==> config.mk <==
export PLATFORM = sky130hd
export DESIGN_NAME = three_channel_reload_timer_core_flat
export DESIGN_NICKNAME = d
export VERILOG_FILES = /design/src/rtl/rtmr_pkg.sv /design/src/rtl/rtmr_in_if.sv /design/src/rtl/rtmr_out_if.sv /design/src/rtl/rtmr_channel.sv /design/src/rtl/three_channel_reload_timer_core.sv /design/src/flat_wrapper.sv
export SDC_FILE = /design/constraint.sdc
export NUM_CORES = 1
export LEC_CHECK = 0
export ABC_AREA = 0
export BUFFER_PORTS_ARGS = -buffer_cell sky130_fd_sc_hd__buf_2
export CORE_UTILIZATION = 62
export DETAILED_ROUTE_END_ITERATION = 7
export PLACE_DENSITY = 0.8
export SYNTH_ARGS = -nofsm -noshare
export SYNTH_HDL_FRONTEND = slang
export SYNTH_SLANG_ARGS = --single-unit
==> constraint.sdc <==
create_clock -name clk -period 5.5 [get_ports clk]
set_clock_uncertainty 0.1 [all_clocks]
set_input_delay 1.375 -clock clk [delete_from_list [all_inputs] [get_ports clk]]
set_output_delay 1.375 -clock clk [all_outputs]
set_load 0.02 [all_outputs]
==> src/rtl/rtmr_pkg.sv <==
// Shared types, constants and helpers of the reload timer.
package rtmr_pkg;

  localparam int unsigned CHANNELS_DEF   = 3;
  localparam int unsigned COUNT_BITS_DEF = 32;

  localparam int unsigned KIND_W  = 2;
  localparam int unsigned IDX_W   = 4;
  localparam int unsigned DATA_W  = 32;
  localparam int unsigned IRQ_W   = 3;
  localparam int unsigned CTRL_W  = 16;
  localparam int unsigned PHASE_W = 10;
  localparam int unsigned PSC_W   = 3;

  typedef enum logic [KIND_W-1:0] {
    KIND_TICK  = 2'd0,
    KIND_WRITE = 2'd1,
    KIND_READ  = 2'd2,
    KIND_NOP   = 2'd3
  } kind_t;

  typedef logic [PHASE_W-1:0] phase_t;
  typedef logic [CTRL_W-1:0]  ctrl_t;

  localparam ctrl_t FLAG_UNDERFLOW = 16'h0100;
  localparam ctrl_t FLAG_IRQ_EN    = 16'h0020;

  localparam logic [IDX_W-1:0] REG_START = 4'd0;

  // Prescaler code to log2 of the divide ratio.
  localparam int PSC_SHIFT [8] = '{2, 4, 6, 8, 10, 0, 0, 0};

  // Per-channel command decoded from one beat.
  typedef struct packed {
    logic tick;
    logic ctrl_wr;
    logic cnt_wr;
    logic rld_wr;
    logic start_rise;
    logic stop;
    logic run;
  } chan_cmd_t;

  function automatic phase_t last_phase(input logic [PSC_W-1:0] code);
    return phase_t'((1 << PSC_SHIFT[code]) - 1);
  endfunction

endpackage

==> src/rtl/rtmr_in_if.sv <==
// Request channel: tick, register write or register read.
interface rtmr_in_if
  import rtmr_pkg::*;
  ();
  logic              valid;
  logic              ready;
  logic [KIND_W-1:0] kind;
  logic [IDX_W-1:0]  reg_index;
  logic [DATA_W-1:0] write_data;

  modport source (output valid, kind, reg_index, write_data, input ready);
  modport sink   (input valid, kind, reg_index, write_data, output ready);
endinterface

==> src/rtl/rtmr_out_if.sv <==
// Result channel: read data and interrupt request bits.
interface rtmr_out_if
  import rtmr_pkg::*;
  ();
  logic              valid;
  logic              ready;
  logic [DATA_W-1:0] read_data;
  logic [IRQ_W-1:0]  irq_pending;

  modport source (output valid, read_data, irq_pending, input ready);
  modport sink   (input valid, read_data, irq_pending, output ready);
endinterface

==> src/rtl/rtmr_channel.sv <==
// One timer channel: control, count, reload, prescale phase and irq bit.
module rtmr_channel
  import rtmr_pkg::*;
#(
  parameter int unsigned COUNT_BITS = COUNT_BITS_DEF
) (
  input  logic                  clk,
  input  logic                  rst_n,
  input  chan_cmd_t             cmd,
  input  logic [DATA_W-1:0]     wdata,
  output ctrl_t                 ctrl_q,
  output logic [COUNT_BITS-1:0] cnt_q,
  output logic [COUNT_BITS-1:0] rld_q,
  output logic                  irq_nxt
);

  ctrl_t                 ctrl_r, ctrl_nxt;
  logic [COUNT_BITS-1:0] cnt_r, cnt_nxt;
  logic [COUNT_BITS-1:0] rld_r, rld_nxt;
  phase_t                phase_r, phase_nxt;
  logic                  irq_r;
  logic                  uflow;
  logic [COUNT_BITS-1:0] wcount;
  ctrl_t                 wctrl;

  assign wcount = wdata[COUNT_BITS-1:0];
  assign wctrl  = wdata[CTRL_W-1:0];

  always_comb begin
    ctrl_nxt  = ctrl_r;
    cnt_nxt   = cnt_r;
    rld_nxt   = rld_r;
    phase_nxt = phase_r;
    irq_nxt   = irq_r;
    uflow     = 1'b0;

    if (cmd.tick && cmd.run) begin
      if (phase_r < last_phase(ctrl_r[PSC_W-1:0])) begin
        phase_nxt = phase_r + phase_t'(1);
      end else begin
        phase_nxt = '0;
        if (cnt_r <= COUNT_BITS'(1)) begin
          uflow = 1'b1;
        end else begin
          cnt_nxt = cnt_r - COUNT_BITS'(1);
        end
      end
    end

    if (cmd.ctrl_wr) begin
      ctrl_nxt = wctrl;
      // irq survives only if the written value keeps both enable and flag
      if ((wctrl & (FLAG_IRQ_EN | FLAG_UNDERFLOW)) != (FLAG_IRQ_EN | FLAG_UNDERFLOW)) begin
        irq_nxt = 1'b0;
      end
      if (cmd.run) begin
        phase_nxt = '0;
        if (cnt_r == '0) uflow = 1'b1;
      end
    end

    if (cmd.cnt_wr) begin
      cnt_nxt = wcount;
      if (cmd.run) begin
        phase_nxt = '0;
        if (wcount == '0) uflow = 1'b1;
      end
    end

    if (cmd.rld_wr) begin
      rld_nxt = wcount;
    end

    if (cmd.start_rise) begin
      phase_nxt = '0;
      if (cnt_r == '0) uflow = 1'b1;
    end

    if (cmd.stop) begin
      phase_nxt = '0;
    end

    if (uflow) begin
      ctrl_nxt = ctrl_nxt | FLAG_UNDERFLOW;
      if ((ctrl_nxt & FLAG_IRQ_EN) != '0) irq_nxt = 1'b1;
      cnt_nxt = rld_r;
    end
  end

  always_ff @(posedge clk) begin
    if (!rst_n) begin
      ctrl_r  <= '0;
      cnt_r   <= '1;
      rld_r   <= '1;
      phase_r <= '0;
      irq_r   <= 1'b0;
    end else begin
      ctrl_r  <= ctrl_nxt;
      cnt_r   <= cnt_nxt;
      rld_r   <= rld_nxt;
      phase_r <= phase_nxt;
      irq_r   <= irq_nxt;
    end
  end

  assign ctrl_q = ctrl_r;
  assign cnt_q  = cnt_r;
  assign rld_q  = rld_r;

endmodule

==> src/rtl/three_channel_reload_timer_core.sv <==
// Path: an accepted beat passes the input register, then the result register.
// Throughput: one beat per clock while the result side does not stall; the input and result
// registers part the two sides, and the whole timer update for a beat sits between them.
// Reset (rst_n low, synchronous): channels stopped, control and phase zero, count and
// reload all ones, irq bits clear, both pipeline registers empty.
// Top level of the three-channel reload timer.
module three_channel_reload_timer_core
  import rtmr_pkg::*;
#(
  parameter int unsigned CHANNELS   = CHANNELS_DEF,
  parameter int unsigned COUNT_BITS = COUNT_BITS_DEF
) (
  input logic        clk,
  input logic        rst_n,
  rtmr_in_if.sink    in_ch,
  rtmr_out_if.source out_ch
);

  localparam int unsigned XIDX_W = 8;   // room for every register index up to 3*CHANNELS

  // ---------------------------------------------------------------------------
  // Input register: holds one beat until the timer state can take it.
  // ---------------------------------------------------------------------------
  logic              in_vld_r;
  kind_t             kind_r;
  logic [IDX_W-1:0]  idx_r;
  logic [DATA_W-1:0] wdata_r;
  logic              adv;
  logic              in_rdy;

  logic              out_vld_r;
  logic [DATA_W-1:0] rdata_r, rdata_nxt;
  logic [IRQ_W-1:0]  irq_out_r, irq_out_nxt;

  // The held beat retires when the result register is free or being emptied.
  assign adv    = in_vld_r && (!out_vld_r || out_ch.ready);
  assign in_rdy = !in_vld_r || adv;
  assign in_ch.ready = in_rdy;

  always_ff @(posedge clk) begin
    if (!rst_n) begin
      in_vld_r <= 1'b0;
    end else if (in_rdy) begin
      in_vld_r <= in_ch.valid;
    end
  end

  always_ff @(posedge clk) begin
    if (in_rdy && in_ch.valid) begin
      kind_r  <= kind_t'(in_ch.kind);
      idx_r   <= in_ch.reg_index;
      wdata_r <= in_ch.write_data;
    end
  end

  // ---------------------------------------------------------------------------
  // Beat decode. State changes below are gated by adv so state moves once per beat.
  // ---------------------------------------------------------------------------
  logic [XIDX_W-1:0]   idx_x;
  logic                is_tick, is_wr, is_rd;
  logic                start_wr;
  logic [CHANNELS-1:0] start_r, start_nxt;

  assign idx_x    = XIDX_W'(idx_r);
  assign is_tick  = adv && (kind_r == KIND_TICK);
  assign is_wr    = adv && (kind_r == KIND_WRITE);
  assign is_rd    = kind_r == KIND_READ;
  assign start_wr = is_wr && (idx_r == REG_START);
  assign start_nxt = start_wr ? wdata_r[CHANNELS-1:0] : start_r;

  always_ff @(posedge clk) begin
    if (!rst_n) begin
      start_r <= '0;
    end else begin
      start_r <= start_nxt;
    end
  end

  // ---------------------------------------------------------------------------
  // Channels. Register map: start, then all control, all count, all reload registers.
  // ---------------------------------------------------------------------------
  ctrl_t                 ctrl_q  [CHANNELS];
  logic [COUNT_BITS-1:0] cnt_q   [CHANNELS];
  logic [COUNT_BITS-1:0] rld_q   [CHANNELS];
  logic [CHANNELS-1:0]   irq_nxt_v;
  logic [CHANNELS-1:0]   hit_ctrl, hit_cnt, hit_rld;

  for (genvar c = 0; c < CHANNELS; c++) begin : g_chan
    localparam logic [XIDX_W-1:0] IDX_CTRL = XIDX_W'(1 + c);
    localparam logic [XIDX_W-1:0] IDX_CNT  = XIDX_W'(1 + CHANNELS + c);
    localparam logic [XIDX_W-1:0] IDX_RLD  = XIDX_W'(1 + 2 * CHANNELS + c);

    chan_cmd_t cmd;

    assign hit_ctrl[c] = idx_x == IDX_CTRL;
    assign hit_cnt[c]  = idx_x == IDX_CNT;
    assign hit_rld[c]  = idx_x == IDX_RLD;

    assign cmd.tick       = is_tick;
    assign cmd.ctrl_wr    = is_wr && hit_ctrl[c];
    assign cmd.cnt_wr     = is_wr && hit_cnt[c];
    assign cmd.rld_wr     = is_wr && hit_rld[c];
    // start edge restarts the phase; clearing the bit parks it at zero
    assign cmd.start_rise = start_wr && start_nxt[c] && !start_r[c];
    assign cmd.stop       = start_wr && !start_nxt[c];
    assign cmd.run        = start_r[c];

    rtmr_channel #(
      .COUNT_BITS (COUNT_BITS)
    ) u_chan (
      .clk     (clk),
      .rst_n   (rst_n),
      .cmd     (cmd),
      .wdata   (wdata_r),
      .ctrl_q  (ctrl_q[c]),
      .cnt_q   (cnt_q[c]),
      .rld_q   (rld_q[c]),
      .irq_nxt (irq_nxt_v[c])
    );
  end

  // ---------------------------------------------------------------------------
  // Result: read mux on pre-beat state, irq bits after the beat.
  // ---------------------------------------------------------------------------
  logic [IRQ_W+CHANNELS-1:0] irq_wide;

  always_comb begin
    rdata_nxt = '0;
    if (is_rd) begin
      if (idx_r == REG_START) rdata_nxt = DATA_W'(start_r);
      for (int c = 0; c < CHANNELS; c++) begin
        if (hit_ctrl[c]) rdata_nxt = DATA_W'(ctrl_q[c]);
        if (hit_cnt[c])  rdata_nxt = DATA_W'(cnt_q[c]);
        if (hit_rld[c])  rdata_nxt = DATA_W'(rld_q[c]);
      end
    end
  end

  // channels beyond the port width are dropped, missing ones read as zero
  assign irq_wide    = {{IRQ_W{1'b0}}, irq_nxt_v};
  assign irq_out_nxt = irq_wide[IRQ_W-1:0];

  always_ff @(posedge clk) begin
    if (!rst_n) begin
      out_vld_r <= 1'b0;
    end else if (adv) begin
      out_vld_r <= 1'b1;
    end else if (out_ch.ready) begin
      out_vld_r <= 1'b0;
    end
  end

  always_ff @(posedge clk) begin
    if (adv) begin
      rdata_r   <= rdata_nxt;
      irq_out_r <= irq_out_nxt;
    end
  end

  assign out_ch.valid       = out_vld_r;
  assign out_ch.read_data   = rdata_r;
  assign out_ch.irq_pending = irq_out_r;

endmodule

==> src/flat_wrapper.sv <==
// flat-port wrapper written by rule: the top's interface ports become plain ports
module three_channel_reload_timer_core_flat import rtmr_pkg::*;
#(
  parameter int unsigned CHANNELS   = CHANNELS_DEF,
  parameter int unsigned COUNT_BITS = COUNT_BITS_DEF
)
  (clk, rst_n, in_ch_valid, in_ch_kind, in_ch_reg_index, in_ch_write_data, in_ch_ready, out_ch_valid, out_ch_read_data, out_ch_irq_pending, out_ch_ready);
  rtmr_in_if in_ch_i ();
  rtmr_out_if out_ch_i ();
  input logic clk;
  input logic rst_n;
  input wire logic [$bits(in_ch_i.valid)-1:0] in_ch_valid;
  input wire logic [$bits(in_ch_i.kind)-1:0] in_ch_kind;
  input wire logic [$bits(in_ch_i.reg_index)-1:0] in_ch_reg_index;
  input wire logic [$bits(in_ch_i.write_data)-1:0] in_ch_write_data;
  output wire logic [$bits(in_ch_i.ready)-1:0] in_ch_ready;
  output wire logic [$bits(out_ch_i.valid)-1:0] out_ch_valid;
  output wire logic [$bits(out_ch_i.read_data)-1:0] out_ch_read_data;
  output wire logic [$bits(out_ch_i.irq_pending)-1:0] out_ch_irq_pending;
  input wire logic [$bits(out_ch_i.ready)-1:0] out_ch_ready;
  assign in_ch_i.valid = in_ch_valid;
  assign in_ch_i.kind = in_ch_kind;
  assign in_ch_i.reg_index = in_ch_reg_index;
  assign in_ch_i.write_data = in_ch_write_data;
  assign in_ch_ready = in_ch_i.ready;
  assign out_ch_valid = out_ch_i.valid;
  assign out_ch_read_data = out_ch_i.read_data;
  assign out_ch_irq_pending = out_ch_i.irq_pending;
  assign out_ch_i.ready = out_ch_ready;
  three_channel_reload_timer_core #(.CHANNELS(CHANNELS), .COUNT_BITS(COUNT_BITS)) u_core (.clk(clk), .rst_n(rst_n), .in_ch(in_ch_i), .out_ch(out_ch_i));
endmodule
# Yosys cells after proc, flatten, opt, wreduce, memory -nomap -nowiden
# Memory sizes are Yosys's and may differ from the RTL's.
# Cells that the tools add are included.
[totals]
ff_bits = 351
latchBits = 0
ram_bits = 0
romBits = 768
inputBits = 42
output_inout_bits = 37
word_cells = 230
mem_count = 3
[classes]
n_addsub = 9
n_mul = 0
div_mod_pow = 0
n_lt_le_gt_ge = 9
n_eq_ne = 18
shift = 3
muxes = 103
bitwise_logic = 4
n_reduce_logical = 55
[mem_list]
columns = ["name", "words", "width", "rd", "rd_clocked_by_memory_dff", "wr", "line_no", "text"]
rows = [
  ["(name not given)", 8, 32, 1, 0, 0, "rtmr_pkg.sv:45", "return phase_t'((1 << PSC_SHIFT[code]) - 1);"],
  ["(name not given)", 8, 32, 1, 0, 0, "rtmr_pkg.sv:45", ""],
  ["(name not given)", 8, 32, 1, 0, 0, "rtmr_pkg.sv:45", ""],
]
[ops]
columns = ["operator", "count"]
rows = [
  ["2-to-1 mux 32 bit", 29],
  ["2-to-1 mux 10 bit", 18],
  ["zero test 32 bit", 4],
  ["<= comparator 32 x 1 -> 1 bit (second input constant)", 3],
  ["<< shifter 1 x 32 -> 10 bit (first input constant)", 3],
  ["subtractor 32 x 1 -> 32 bit (second input constant)", 3],
  ["2-to-1 mux 16 bit", 4],
  ["2-to-1 mux 1 bit", 47],
  ["adder 10 x 1 -> 10 bit (second input constant)", 3],
  ["< comparator 10 bit", 3],
  ["subtractor 10 x 2 -> 10 bit (second input constant)", 3],
  ["2-to-1 mux 9 bit", 3],
  ["logical AND 1 bit", 26],
  ["!= test 3 x 2 -> 1 bit (second input constant)", 6],
  ["== test 4 x 3 -> 1 bit (second input constant)", 4],
  [">= comparator 4 bit (second input constant)", 3],
  ["inverter 3 -> 4 bit", 3],
  ["AND reduction 3 bit", 3],
  ["nonzero test 3 bit", 3],
  ["OR reduction 3 bit", 3],
  ["== test 4 x 2 -> 1 bit (second input constant)", 2],
  ["== test 4 bit (second input constant)", 2],
  ["zero test 1 bit", 8],
  ["nonzero test 2 bit", 4],
  ["other kinds (9)", 11],
]

# Depth between registers and ports, before layout
# Gate-level depths: netlist (run 1).
[depth]
word_depth = 19
ltp_mapped = 19
ltp_nobuf = 16

# Modules after synthesis
# Synthesis (run 1) repeated with hierarchy kept, for this count alone.
[unflattened]
cells_unflattened = 2290
area_unflattened_um2 = 20218.1
[by_module_without_submodules]
columns = ["mod", "instances", "cells_per_inst", "area_per_inst_um2", "seq_area_each_um2"]
rows = [
  ["rtmr_channel at u_core.g_chan[0].u_chan ...", 2, 621, 5213.8, 1821.7],
  ["rtmr_channel at u_core.g_chan[2].u_chan", 1, 619, 5137.4, 1821.7],
  ["three_channel_reload_timer_core", 1, 429, 4653.2, 2292.2],
]

# Worst setup path after synthesis (run 1)
# OpenSTA, ideal clock, no wires.
[synth_timing]
kind = "reg-to-reg"
from = "register u_core.g_chan[1].u_chan.ctrl_r[0]"
to = "register u_core.g_chan[1].u_chan.cnt_r[15]"
setup_ns = 0.074
arrival_time_ns = 4.133
required_ns = 5.326
path_slack_ns = 1.193
path_stages_with_launch = 19
path_buffers = 2
period_less_slack_ns = 4.307
cell_sequence = "dfxtp_1 -> clkbuf_1 -> inv_1 -> ha_1 -> or3_1 -> o21ai_0 -> o21ai_0 -> a21oi_1 -> or2_2 -> a41o_1 -> ha_1 -> nand4_1 -> or4_1 -> o22ai_1 -> o211ai_1 -> buf_2 -> or4_1 -> xor2_1 -> o21ai_0"
[synth_via]
elab_chain_cells = 19
word_cells_on_any_way = 22
cone_classes = "1 x add/sub; 1 x order compare; 2 x eq/ne; 1 x shift; 13 x mux; 1 x bitwise; 2 x reduce/logical; 1 x memory"
[synth_rtl]
columns = ["item", "line_no", "text"]
rows = [
  ["from (decl)", "rtmr_channel.sv:17", "ctrl_t ctrl_r, ctrl_nxt;"],
  ["from (signal assigned)", "rtmr_channel.sv:98", "ctrl_r <= ctrl_nxt;"],
  ["inverter 3 -> 4 bit (not written as such) (*)", "rtmr_pkg.sv:45", ""],
  ["memory (8 x 32 bit) (*)", "-", ""],
  ["2-to-1 mux 32 bit (not written as such) (*) (2 in series)", "rtmr_pkg.sv:45", ""],
  ["<< shifter 1 x 32 -> 10 bit (*)", "rtmr_pkg.sv:45", ""],
  ["subtractor 10 x 2 -> 10 bit (*)", "rtmr_pkg.sv:45", ""],
  ["< comparator 10 bit (*)", "rtmr_channel.sv:38", "if (phase_r < last_phase(ctrl_r[PSC_W-1:0])) begin"],
  ["2-to-1 mux 1 bit", "rtmr_channel.sv:38", ""],
  ["2-to-1 mux 1 bit", "rtmr_channel.sv:37", "if (cmd.tick && cmd.run) begin"],
  ["[2 not listed]", "-", ""],
  ["2-to-1 mux 1 bit", "rtmr_channel.sv:50", "if (cmd.ctrl_wr) begin"],
  ["2-to-1 mux 1 bit", "rtmr_channel.sv:66", "if (wcount == '0) uflow = 1'b1;"],
  ["2-to-1 mux 1 bit", "rtmr_channel.sv:64", "if (cmd.run) begin"],
  ["2-to-1 mux 1 bit", "rtmr_channel.sv:62", "if (cmd.cnt_wr) begin"],
  ["2-to-1 mux 1 bit", "rtmr_channel.sv:76", "if (cnt_r == '0) uflow = 1'b1;"],
  ["2-to-1 mux 1 bit", "rtmr_channel.sv:74", "if (cmd.start_rise) begin"],
  ["!= test 3 x 2 -> 1 bit (no source line) or nonzero test 3 bit (tied branches)", "-", ""],
  ["AND reduction 3 bit (no source line)", "-", ""],
  ["to (signal assigned)", "rtmr_channel.sv:99", "cnt_r <= cnt_nxt;"],
  ["to (decl)", "rtmr_channel.sv:18", "logic [COUNT_BITS-1:0] cnt_r, cnt_nxt;"],
]
# Every way passes the cells marked *; elsewhere a longest branch is shown, timed or not. The select of a mux whose other input is x is not followed.
# A chain may end at the register's enable or synchronous reset.

# Final worst setup path (run 1)
[layout_timing]
from = "register u_core.g_chan[1].u_chan.ctrl_r[0]"
to = "register u_core.g_chan[1].u_chan.cnt_r[31]"
# The elaborated chain is that of the path after synthesis.

==> reports/results.md, run 1 <==
| Step | Metric | Reported |
|---|---|---|
| outcome | Run status | complete, no violations |
| pwr | Internal power | 4.44 mW |
| pwr | IR Drop Worst-Case VDD | 0.236 mV |
| synthesis | EDFF count, synth | 73 |
| floorplanning | Effective utilization at floorplan | 63.7% |
| min path | Hold crit path type | flop to flop |
| min path | Launch instance of the worst min-delay path | u_core.g_chan[1].u_chan.ctrl_q[14]$_SDFFE_PN0P_ |
| cts | Total setup buffers inserted after CTS | 0 |
| pwr | Post-route total power | 5.79 mW |
| worst setup path | Internal reg-to-reg setup slack | 0.45 ns |
| worst setup path | Maximum fanout encountered on the critical timing path | 11 |
| pwr | Switching part of the total | 23.2% |
| synthesis | Area fraction of the dominant cell type after synthesis | 30.2% |
| synthesis | Primary FF master, synth | dfxtp_1 |
| cts | Hold buffers post-CTS | 0 |
| placed design | Placer Congestion | 0.970 |
| cts | Number of buffers created by CTS | 37 |
| synthesis | Post-Synthesis Cells | 2241 |
| timing | Min Tclk post-route | 5.05 ns |
| floorplanning | IO Pins | 79 |
| synthesis | Mean Syn Cell Area | 8.22 um2 |
| routing | Routed via count | 18380 |
| floorplanning | X dimension of the die | 174 um |
| pwr | Clock Power Share | 48.1% |
| timing | Transition time of the tightest slew-check pin | 1.23 ns |
| timing | Worst-case hold slack | 0.355 ns |
| placed design | Port Buffer Count | 78 |
| cts | Clock Sinks | 351 |
| cells and area | Count of non-filler cells in the finished layout | 2642 |
| worst setup path | Endpoint of the lowest-slack register-to-register path | u_core.g_chan[1].u_chan.cnt_q[31]$_SDFFE_PN1P_ |
| worst setup path | Kind of start point of the critical path | flop |
| timing | Hold Violations, Final | 0 |
| worst setup path | Type of the setup path with the least slack | flop to flop |
| cells and area | Area of the multi-input gates | 0.00983 mm2 |
| min path | Hold-critical path endpoint | u_core.g_chan[1].u_chan.ctrl_q[14]$_SDFFE_PN0P_ |
| synthesis | Synth top cells by count | nand2_1, dfxtp_1, clkbuf_1 |
| synthesis | Share of the yosys chip area belonging to registers | 42.1% |
| pwr | Pleak | 7.27 nW |
| cts | Count of instances resized after the clock tree is built | 0 |
| synthesis | Number of distinct standard cells referenced by the synthesized netlist | 82 |
| timing | Final Slew Violations | 0 |
| worst setup path | CP Data Required Time | 5.89 ns |
| pwr | Power share of the combinational group | 4.6% |
| routing | Number of DRC markers in iteration 0 | 2777 |
| synthesis | Number of synthesized register bits | 351 |
| cells and area | Area Overhead vs Synth | 10.4% |
| worst setup path | Length in cells of the worst reg-to-reg path | 16 |
| global route | Pin count of the biggest net entering global routing | 84 |
| cells and area | Fraction of final layout cells with drive strength greater than 1 | 10.5% |
| worst setup path | Start of the worst register-to-register path | u_core.g_chan[1].u_chan.ctrl_q[0]$_SDFFE_PN0P_ |
| synthesis | Cell area after synthesis | 0.0184 mm2 |
| floorplanning | Die footprint | 0.0304 mm2 |
| placed design | HPWL Detailed | 40100 um |
| cells and area | Net count, final | 2318 |
| timing | Post-route fraction of the period consumed by the critical path | 91.8% |
| cts | Deepest clock path buffer count | 3 |
| floorplanning | Number of placement rows | 62 |
| cells and area | Sequential cell area | 0.00776 mm2 |
| timing | RSZ-0062 raised after global routing | false |
| synthesis | Cells taking the most area after synthesis | dfxtp_1, edfxtp_1, nand2_1 |
| timing | Final total negative setup slack | 0 ns |
| routing | First-pass iteration count of the detailed router | 7 |
| cells and area | Final design utilization | 70.3% |
| pwr | Seq pwr share | 47.3% |
| timing | Worst-case headroom to the max-slew limit | 17.2% |
| worst setup path | Category of the worst setup path capture point | flop |
| timing | Count of final setup violators | 0 |
| synthesis | Dominant cell by count in the synthesized netlist | nand2_1 |
| pwr | Power Density | 285 mW/mm2 |
| routing | Average routed wire per standard cell | 22.9 um |
| cts | Root cell of the clock tree | clkbuf_16 |
| cts | CTS tree | done |
| min path | Depth of the worst hold-timing path | 2 |
| timing | Max Fclk | 198 MHz |
| routing | Number of remaining DRC errors | 0 |
| global route | Antenna violations before repair | 1 |
| global route | Wire length of the first global-routing pass | 94100 um |
| cts | Reg clk slew, reported paths | 0.06 ns |
| placed design | Number of placed instances with taps included | 2573 |
| routing | Antenna-violating nets left | 0 |
| synthesis | Net count after synthesis | 2331 |
| global route | Total congestion overflow | 0 |
| floorplanning | Core Box Area | 0.0289 mm2 |
| routing | Final Routed Wirelength | 60600 um |
| pwr | Net load switching power | 1.34 mW |
| synthesis | Cell type with the largest total area after synthesis | dfxtp_1 |
| cells and area | Fill cell count | 2297 |
| synthesis | Total of warnings raised by yosys | 0 |
| cts | Clock latency of the later-clocked register in the worst-skew pair | 0.54 ns |
| routing | Average via count per standard cell | 6.96 |
| floorplanning | Die Y | 174 um |
| global route | All-layer global routing usage | 39.1% |
| worst setup path | Arrival time of the worst setup path | 5.44 ns |
| global route | Via count of the first global-routing pass | 17101 |
| synthesis | Asr flop ratio synth | 0% |
| cts | Clock H-tree levels | 2 |
| flow run | Count of maximum capacitance violations | 0 |
cell families (layout without fill, tap and decap cells):
kind of cell	count (synthesis)	count (layout)	synth area share, %
flip-flops	351	351	42.1
multiplexers	6	6	0.340
AO/OA/AOI/OAI	592	592	21.4
XOR/XNOR	65	65	3.09
buffers and inverters	213	229	4.89
AND/OR/NAND/NOR	966	966	24.9
other	0	1	0
adder cells (fa/ha/maj)	48	48	3.26
layout by cell type (no fill, tap or decap), drive strengths merged, types with 52 or more instances in the layout:
master	n
nand2	427
o21ai	104
nand3	132
buf	129
a31oi	57
nor3	68
a21oi	142
nor2	113
edfxtp	73
nor4	52
dfxtp	278
a22oi	77
per-layer routing:
metal	track usage, %	vias up	share of wire (%)
met1	51.1	8662	38
li1	-	8213	-
met3	8.71	231	13
met5	0	-	0.11
met2	61.5	1271	45
met4	17.8	3	4.5
final cells by class:
cell class	count	area share (%)
Tap cell	384	2.36
Clock inverter	19	1.27
Inverter	32	0.603
Antenna cell	1	0.0123
Clock buffer	49	5.39
Sequential cell	351	38.1
Multi-Input combinational cell	1677	48.3
Timing Repair Buffer	129	3.88
worst max-delay path: stages (launching register included):
cell	delay (ns)
dfxtp_1	0.51
inv_1	0.13
ha_1	0.35
or3_1	0.12
o21ai_0	0.13
o21ai_0	0.17
a21oi_1	0.11
or2_2	0.32
a41o_1	0.22
ha_1	0.29
nand4_1	0.14
or4_1	0.59
o22ai_1	0.47
o211ai_1	0.46
or4_1	0.59
a31oi_1	0.19
a211o_1	0.12
worst max-delay path by stage:
stage	slack [ns]	to	start
2_1_floorplan	1.19	u_core.g_chan[1].u_chan.cnt_q[15]$_SDFFE_PN1P_	u_core.g_chan[1].u_chan.ctrl_q[0]$_SDFFE_PN0P_
3_3_place_gp	0.66	u_core.g_chan[1].u_chan.cnt_q[31]$_SDFFE_PN1P_	u_core.g_chan[1].u_chan.ctrl_q[0]$_SDFFE_PN0P_
3_5_place_dp	0.56	u_core.g_chan[1].u_chan.cnt_q[31]$_SDFFE_PN1P_	u_core.g_chan[1].u_chan.ctrl_q[0]$_SDFFE_PN0P_
4_1_cts	0.53	u_core.g_chan[1].u_chan.cnt_q[31]$_SDFFE_PN1P_	u_core.g_chan[1].u_chan.ctrl_q[0]$_SDFFE_PN0P_
5_1_grt	0.25	u_core.g_chan[1].u_chan.cnt_q[31]$_SDFFE_PN1P_	u_core.g_chan[1].u_chan.ctrl_q[0]$_SDFFE_PN0P_
6_report	0.45	u_core.g_chan[1].u_chan.cnt_q[31]$_SDFFE_PN1P_	u_core.g_chan[1].u_chan.ctrl_q[0]$_SDFFE_PN0P_
flip-flops by register name, summed over array words and instances (netlist names), named ones only:
signal / count
u_core.start_r: 3
u_core.g_chan.u_chan.rld_q: 96
u_core.g_chan.u_chan.irq_r: 3
u_core.g_chan.u_chan.cnt_q: 96
u_core.in_vld_r: 1
u_core.kind_r: 2
u_core.out_ch.valid: 1
u_core.wdata_r: 32
u_core.idx_r: 4
u_core.g_chan.u_chan.ctrl_q: 48
u_core.out_ch.irq_pending: 3
u_core.out_ch.read_data: 32
per-stage QoR:
step	instance area [um2]	setup slack, ns
floorplan	18400	1.19
global placement	19000	0.664
detailed placement	19000	0.562
CTS	20300	0.533
global route	20300	0.251
finish	20300	0.448
power groups by stage:
stage               Clock [mW]  Sequential (mW)  Combinational [mW]
global placement             0             2.79               0.253
floorplan                    0             2.76               0.151
CTS                       2.78             2.73               0.258
finish                    2.78             2.74               0.268
global route              2.88             2.74               0.280
detailed placement           0             2.79               0.256
(Power assumes the default switching activity.)
==> run 2, diff against run 1 <==
- CELL_PAD_IN_SITES_DETAIL_PLACEMENT: default -> 1
- CELL_PAD_IN_SITES_GLOBAL_PLACEMENT: default -> 1
- CORE_UTILIZATION: 62 -> 47
- REMOVE_ABC_BUFFERS: default -> 1
==> reports/results.md, run 2 (synthesized netlist as in run 1, its figures left out) <==
| Step | Metric | Reported | Change |
|---|---|---|---|
| outcome | Run status | complete, no violations |  |
| global route | Total congestion overflow | 0 | unchanged |
| global route | Wire length of the first global-routing pass | 105000 um | +12% |
| worst setup path | Category of the worst setup path capture point | flop |  |
| cts | Hold buffers post-CTS | 0 | unchanged |
| worst setup path | Type of the setup path with the least slack | flop to flop |  |
| routing | Average via count per standard cell | 6.54 | -6.0% |
| cells and area | Final design utilization | 53.1% | -17 points |
| worst setup path | Start of the worst register-to-register path | u_core.g_chan[0].u_chan.ctrl_q[0]$_SDFFE_PN0P_ |  |
| timing | Hold Violations, Final | 0 | unchanged |
| cells and area | Net count, final | 2316 | -0.086% |
| routing | Average routed wire per standard cell | 24.5 um | +6.8% |
| worst setup path | Sum of buffers and inverters on the critical path | 1 | unchanged |
| floorplanning | Die Y | 200 um | +15% |
| pwr | Power Density | 287 mW/mm2 | +0.88% |
| placed design | Placer Congestion | 0.924 | -4.8% |
| cells and area | Commonest cells after routing, fill and taps aside | nand2_1, dfxtp_1, a21oi_1 |  |
| floorplanning | Core Box Area | 0.0386 mm2 | +34% |
| worst setup path | Cell-by-cell listing of the critical path | inv_1 -> ha_1 -> or3_1 -> o21ai_0 -> o21ai_0 -> a21oi_1 -> or2_2 -> a41o_1 -> ha_1 -> nand2_1 -> o21ai_0 -> a211oi_1 -> nor3_1 -> a211o_1 -> nand2_1 -> a31oi_1 |  |
| routing | Number of remaining DRC errors | 0 | unchanged |
| cts | Clock Sinks | 351 | unchanged |
| cts | Clock latency of the later-clocked register in the worst-skew pair | 0.57 ns | +0.03 ns |
| cts | Reg clk slew, reported paths | 0.06 ns | about the same |
| worst setup path | Arrival time of the worst setup path | 5.40 ns | -0.04 ns |
| cts | Count of instances resized after the clock tree is built | 0 | unchanged |
| timing | Post-route fraction of the period consumed by the critical path | 91.2% | -0.62 points |
| cells and area | Count of antenna diodes in the layout | 0 | -1 |
| floorplanning | IO Pins | 79 | unchanged |
| timing | Count of final setup violators | 0 | unchanged |
| worst setup path | Largest delay contributor family on the critical path | compound AO/OA/AOI/OAI gates |  |
| cts | Number of buffers created by CTS | 43 | +16% |
| global route | Antenna violations before repair | 0 | -1 |
| timing | Smallest setup slack after layout | 0.482 ns | +0.0339 ns |
| min path | Launch instance of the worst min-delay path | u_core.g_chan[2].u_chan.ctrl_q[12]$_SDFFE_PN0P_ |  |
| routing | Final Routed Wirelength | 68000 um | +12% |
| floorplanning | Number of placement rows | 72 | +16% |
| global route | Pin count of the biggest net entering global routing | 71 | -15% |
| routing | Number of DRC markers in iteration 0 | 1437 | -48% |
| cts | Clock H-tree levels | 2 | unchanged |
| cells and area | Most frequent standard cell in the layout excluding fill and tap cells | nand2_1 |  |
| timing | Final Slew Violations | 0 | unchanged |
| flow run | Count of maximum capacitance violations | 0 | unchanged |
| global route | All-layer global routing usage | 34.4% | -4.6 points |
| cells and area | Area Overhead vs Synth | 11.4% |  |
| timing | Final total negative setup slack | 0 ns | unchanged |
| pwr | IR Drop Worst-Case VDD | 0.242 mV | +2.7% |
| placed design | Port Buffer Count | 78 | unchanged |
| cells and area | Area of all placed cells without fillers | 0.0205 mm2 | +0.90% |
| timing | Transition time of the tightest slew-check pin | 1.24 ns | +0.00397 ns |
| timing | Worst-case hold slack | 0.356 ns | +0.000972 ns |
| placed design | Post-Place Worst Slack | 0.573 ns | +0.0110 ns |
| worst setup path | Standard cell with the maximum stage delay on the critical path | a211o_1 |  |
| routing | Routed via count | 18165 | -1.2% |
| min path | Hold crit path type | flop to flop |  |
| placed design | HPWL Detailed | 45700 um | +14% |
| cts | Deepest clock path buffer count | 3 | unchanged |
| floorplanning | Die footprint | 0.0400 mm2 | +32% |
| routing | Antenna-violating nets left | 0 | unchanged |
| timing | Min Tclk post-route | 5.02 ns | -0.0339 ns |
| placed design | Placed standard-cell area | 0.0191 mm2 | +0.67% |
| timing | RSZ-0062 raised after global routing | false |  |
| timing | Max Fclk | 199 MHz | +0.67% |
| worst setup path | Most prevalent standard cell on the critical path | o21ai_0 |  |
| cts | CTS tree | done |  |
| worst setup path | Kind of start point of the critical path | flop |  |
| worst setup path | Launch point of the worst path | u_core.g_chan[0].u_chan.ctrl_q[0]$_SDFFE_PN0P_ |  |
| pwr | Pleak | 7.26 nW | -0.17% |
| worst setup path | Maximum fanout encountered on the critical timing path | 21 | +10 |
| floorplanning | Effective utilization at floorplan | 47.7% | -16 points |
| timing | Worst-case headroom to the max-slew limit | 16.9% | -0.27 points |
| cts | Total setup buffers inserted after CTS | 0 | unchanged |
| routing | First-pass iteration count of the detailed router | 8 | +1 |
| global route | Via count of the first global-routing pass | 18353 | +7.3% |
| cts | Root cell of the clock tree | clkbuf_16 |  |
| cells and area | Fraction of final layout cells with drive strength greater than 1 | 10.3% | -0.19 points |
| cells and area | Fill cell count | 4593 | +100% |
| floorplanning | X dimension of the die | 200 um | +15% |
| worst setup path | CP Data Required Time | 5.89 ns | about the same |
| worst setup path | Max incr delay on CP | 0.76 ns | +0.17 ns |
## run 2: cell types whose count changed in the layout (fill, tap and decap cells not counted), moves of 2 or more
cell       delta
buf_4         -8
and2_2        +2
clkinv_1      +4
and2_1        -2
inv_6         -2
clkbuf_1      +5
clkbuf_16     +4
bufinv_16     -2
## run 2: power by group
part | switching [mW] | total, mW | internal, mW
combinational | 0.191 | 0.272 | 0.0804
clock | 1.16 | 2.88 | 1.72
sequential | 0.0665 | 2.74 | 2.67
## run 2: worst paths after layout
kind                                                     endpoint  slack, ns  cells past startpoint
setup / recovery    u_core.g_chan[0].u_chan.cnt_q[6]$_SDFFE_PN1P_       0.48                     16
hold / removal    u_core.g_chan[2].u_chan.ctrl_q[12]$_SDFFE_PN0P_       0.36                      2
setup reg to reg    u_core.g_chan[0].u_chan.cnt_q[6]$_SDFFE_PN1P_       0.48                     16
hold reg to reg   u_core.g_chan[2].u_chan.ctrl_q[12]$_SDFFE_PN0P_       0.36                      2
## run 2: metal layers
| metal | GRT usage, % | part of all wire (%) | up-vias |
|---|---|---|---|
| met5 | 0 | 0 | - |
| met4 | 21.9 | 6.6 | 0 |
| met3 | 3.61 | 6.3 | 203 |
| met2 | 56.9 | 46 | 704 |
| met1 | 43.0 | 41 | 9044 |
| li1 | - | - | 8214 |
## run 2: stage by stage
step | std cells | power, mW
after floorplan | 2060 | 2.90
after global placement | 2699 | 3.05
after detailed placement | 2699 | 3.06
after CTS | 2777 | 5.93
after global routing | 2777 | 6.05
final | 2777 | 5.89
## run 2: cell type report
type / count / area [um2] / share of cell area (%)
clock buffers: 57 / 1200 / 5.85
clock inverters: 21 / 213 / 1.04
inverters: 32 / 123 / 0.598
multi-input cells: 1677 / 9850 / 48.0
flip-flops and latches: 351 / 7760 / 37.8
well taps: 518 / 648 / 3.16
repair buffers: 121 / 728 / 3.55
## run 2: worst register-to-register path: stages, from the launching register on
cell,delay [ns]
dfxtp_1,0.54
inv_1,0.15
ha_1,0.37
or3_1,0.12
o21ai_0,0.14
o21ai_0,0.19
a21oi_1,0.11
or2_2,0.33
a41o_1,0.22
ha_1,0.27
nand2_1,0.05
o21ai_0,0.44
a211oi_1,0.09
nor3_1,0.66
a211o_1,0.76
nand2_1,0.16
a31oi_1,0.22
==> run 3, diff against run 2 <==
- CORE_UTILIZATION: 47 -> 48
- CTS_BUF_LIST: default -> sky130_fd_sc_hd__clkbuf_4
- PLACE_DENSITY: 0.8 -> 0.81
==> reports/results.md, run 3 (synthesized netlist as in run 1, its figures left out) <==
| Step | Metric | Reported | Change |
|---|---|---|---|
| cts | Deepest clock path buffer count | 3 | unchanged |
| routing | Final Routed Wirelength | 69200 um | +1.8% |
| cells and area | Final design utilization | 54.1% | +0.98 points |
| pwr | IR Drop Worst-Case VDD | 0.203 mV | -16% |
| flow run | Count of maximum capacitance violations | 0 | unchanged |
| pwr | Clock Power Share | 46.5% | -2.4 points |
| floorplanning | Core Box Area | 0.0378 mm2 | -2.3% |
| global route | All-layer global routing usage | 35.4% | +0.95 points |
| worst setup path | Kind of start point of the critical path | flop |  |
| floorplanning | IO Pins | 79 | unchanged |
| timing | Post-route fraction of the period consumed by the critical path | 88.5% | -2.8 points |
| worst setup path | Maximum fanout encountered on the critical timing path | 11 | -48% |
| worst setup path | Category of the worst setup path capture point | flop |  |
| placed design | Placer Congestion | 0.917 | -0.71% |
| global route | Pin count of the biggest net entering global routing | 70 | -1.4% |
| routing | First-pass iteration count of the detailed router | 7 | -1 |
| floorplanning | Die footprint | 0.0392 mm2 | -2.1% |
| timing | Final Slew Violations | 0 | unchanged |
| floorplanning | X dimension of the die | 198 um | -1.0% |
| floorplanning | Effective utilization at floorplan | 48.8% | +1.1 points |
| cells and area | Net count, final | 2369 | +2.3% |
| cts | Reg clk slew, reported paths | 0.06 ns | about the same |
| worst setup path | Arrival time of the worst setup path | 5.52 ns | +0.12 ns |
| cts | CTS tree | done |  |
| timing | Count of final setup violators | 0 | unchanged |
| cells and area | Fraction of final layout cells with drive strength greater than 1 | 14.1% | +3.8 points |
| floorplanning | Die Y | 198 um | -1.0% |
| routing | Top layer in use | met4 |  |
| cts | Clock H-tree levels | 3 | +1 |
| cells and area | Area Overhead vs Synth | 10.8% |  |
| pwr | Power share of the combinational group | 4.7% | about the same |
| global route | Antenna violations before repair | 2 | +2 |
| cts | Clock latency of the later-clocked register in the worst-skew pair | 0.86 ns | +0.29 ns |
| timing | RSZ-0062 raised after global routing | false |  |
| routing | Wire length on met2 | 31900 um | +2.0% |
| pwr | Internal power | 4.16 mW | -7.0% |
| routing | Number of DRC markers in iteration 0 | 1638 | +14% |
| global route | Via count of the first global-routing pass | 18798 | +2.4% |
| pwr | Switching part of the total | 26.1% | +2.0 points |
| cts | Total setup buffers inserted after CTS | 0 | unchanged |
| cells and area | Fill cell count | 4559 | -0.74% |
| routing | Routed wl met3 | 4990 um | +16% |
| routing | Number of remaining DRC errors | 0 | unchanged |
| cts | Count of instances resized after the clock tree is built | 0 | unchanged |
| routing | Antenna-violating nets left | 0 | unchanged |
| global route | Wire length of the first global-routing pass | 107000 um | +1.5% |
| pwr | Pleak | 7.36 nW | +1.4% |
| routing | Average via count per standard cell | 6.50 | -0.61% |
| routing | Routed via count | 18639 | +2.6% |
| cts | Hold buffers post-CTS | 0 | unchanged |
| routing | Met1 routed wirelength after detailed routing | 27900 um | about the same |
| timing | Worst-case headroom to the max-slew limit | 12.5% | -4.4 points |
| timing | Final total negative setup slack | 0 ns | unchanged |
| timing | Min Tclk post-route | 4.87 ns | -0.152 ns |
| timing | Hold Violations, Final | 0 | unchanged |
| global route | Total congestion overflow | 0 | unchanged |
| min path | Hold crit path type | flop to flop |  |
| worst setup path | CP Data Required Time | 6.15 ns | +0.26 ns |
| cells and area | Most frequent standard cell in the layout excluding fill and tap cells | nand2_1 |  |
| pwr | Power Density | 276 mW/mm2 | -4.0% |
| cts | Root cell of the clock tree | clkbuf_4 |  |
| placed design | Port Buffer Count | 78 | unchanged |
| routing | Average routed wire per standard cell | 24.1 um | -1.4% |
| timing | Transition time of the tightest slew-check pin | 1.30 ns | +0.0652 ns |
| cts | Number of buffers created by CTS | 99 | +130% |
| pwr | Net load switching power | 1.47 mW | +3.6% |
| outcome | Run status | complete, no violations |  |
| pwr | Seq pwr share | 48.8% | +2.3 points |
| cells and area | Commonest cells after routing, fill and taps aside | nand2_1, dfxtp_1, clkbuf_4 |  |
| floorplanning | Number of placement rows | 71 | -1.4% |
| placed design | HPWL Detailed | 45900 um | +0.28% |
| timing | Max Fclk | 206 MHz | +3.1% |
| cts | Clock Sinks | 351 | unchanged |
| worst setup path | Type of the setup path with the least slack | flop to flop |  |
-- run 3: cell types whose count changed in the layout (fill, tap and decap cells not counted), moves of 2 or more --
cell,before,now
clkbuf_4,0,155
clkbuf_16,45,0
clkbuf_1,9,0
clkinv_1,6,10
buf_4,43,40
clkbuf_8,3,0
clkinv_2,7,5
inv_2,0,2
-- run 3: worst max-delay path: stages, from the launching register on --
cell,delay [ns]
dfxtp_1,0.53
inv_1,0.14
ha_1,0.35
or3_1,0.11
o21ai_0,0.14
o21ai_0,0.18
a21oi_1,0.10
or2_2,0.32
a41o_1,0.21
ha_1,0.30
nand4_1,0.14
or4_1,0.58
o22ai_1,0.15
buf_4,0.18
o211ai_1,0.38
or4_1,0.62
a31oi_1,0.18
a211o_1,0.12
-- run 3: final timing paths --
path | cells after the start | endpoint | slack (ns) | start
worst max-delay path | 17 | u_core.g_chan[1].u_chan.cnt_q[31]$_SDFFE_PN1P_ | 0.63 | u_core.g_chan[1].u_chan.ctrl_q[0]$_SDFFE_PN0P_
worst min-delay path | 2 | u_core.g_chan[1].u_chan.ctrl_q[15]$_SDFFE_PN0P_ | 0.35 | u_core.g_chan[1].u_chan.ctrl_q[15]$_SDFFE_PN0P_
worst max register to register | 17 | u_core.g_chan[1].u_chan.cnt_q[31]$_SDFFE_PN1P_ | 0.63 | u_core.g_chan[1].u_chan.ctrl_q[0]$_SDFFE_PN0P_
worst min register to register | 2 | u_core.g_chan[1].u_chan.ctrl_q[15]$_SDFFE_PN0P_ | 0.35 | u_core.g_chan[1].u_chan.ctrl_q[15]$_SDFFE_PN0P_
-- run 3: stage by stage --
step	std cells	power (mW)	area, um2	setup slack, ns	hold WS [ns]
after global placement	2689	3.05	19100	0.812	0.338
after detailed placement	2689	3.06	19100	0.670	0.349
after floorplan	2060	2.90	17600	-0.159	0.333
after CTS	2866	5.67	20400	0.666	0.358
after global routing	2867	5.81	20400	0.321	0.375
final	2867	5.63	20400	0.635	0.355
-- run 3: layer usage --
layer / up-vias / global-route usage [%]
met2: 844 / 57.6
met3: 220 / 5.72
li1: 8397 / -
met5: - / 0
met1: 9178 / 43.7
met4: 0 / 22.3
-- run 3: power groups by stage --
| stage | clock (mW) | sequential (mW) | combinational, mW |
|---|---|---|---|
| 2_1_floorplan | 0 | 2.78 | 0.116 |
| 3_3_place_gp | 0 | 2.80 | 0.254 |
| 3_5_place_dp | 0 | 2.80 | 0.260 |
| 4_1_cts | 2.67 | 2.74 | 0.262 |
| 5_1_grt | 2.79 | 2.74 | 0.279 |
| 6_report | 2.62 | 2.75 | 0.265 |
-- run 3: layout make-up --
| cell class | count | area (um2) | area share (%) |
|---|---|---|---|
| repair buffers | 118 | 706 | 3.46 |
| flip-flops and latches | 351 | 7760 | 38.0 |
| diodes | 1 | 2.50 | 0.0123 |
| well taps | 511 | 639 | 3.13 |
| multi-input cells | 1677 | 9850 | 48.2 |
| clock inverters | 22 | 176 | 0.864 |
| inverters | 32 | 123 | 0.601 |
| clock buffers | 155 | 1160 | 5.70 |
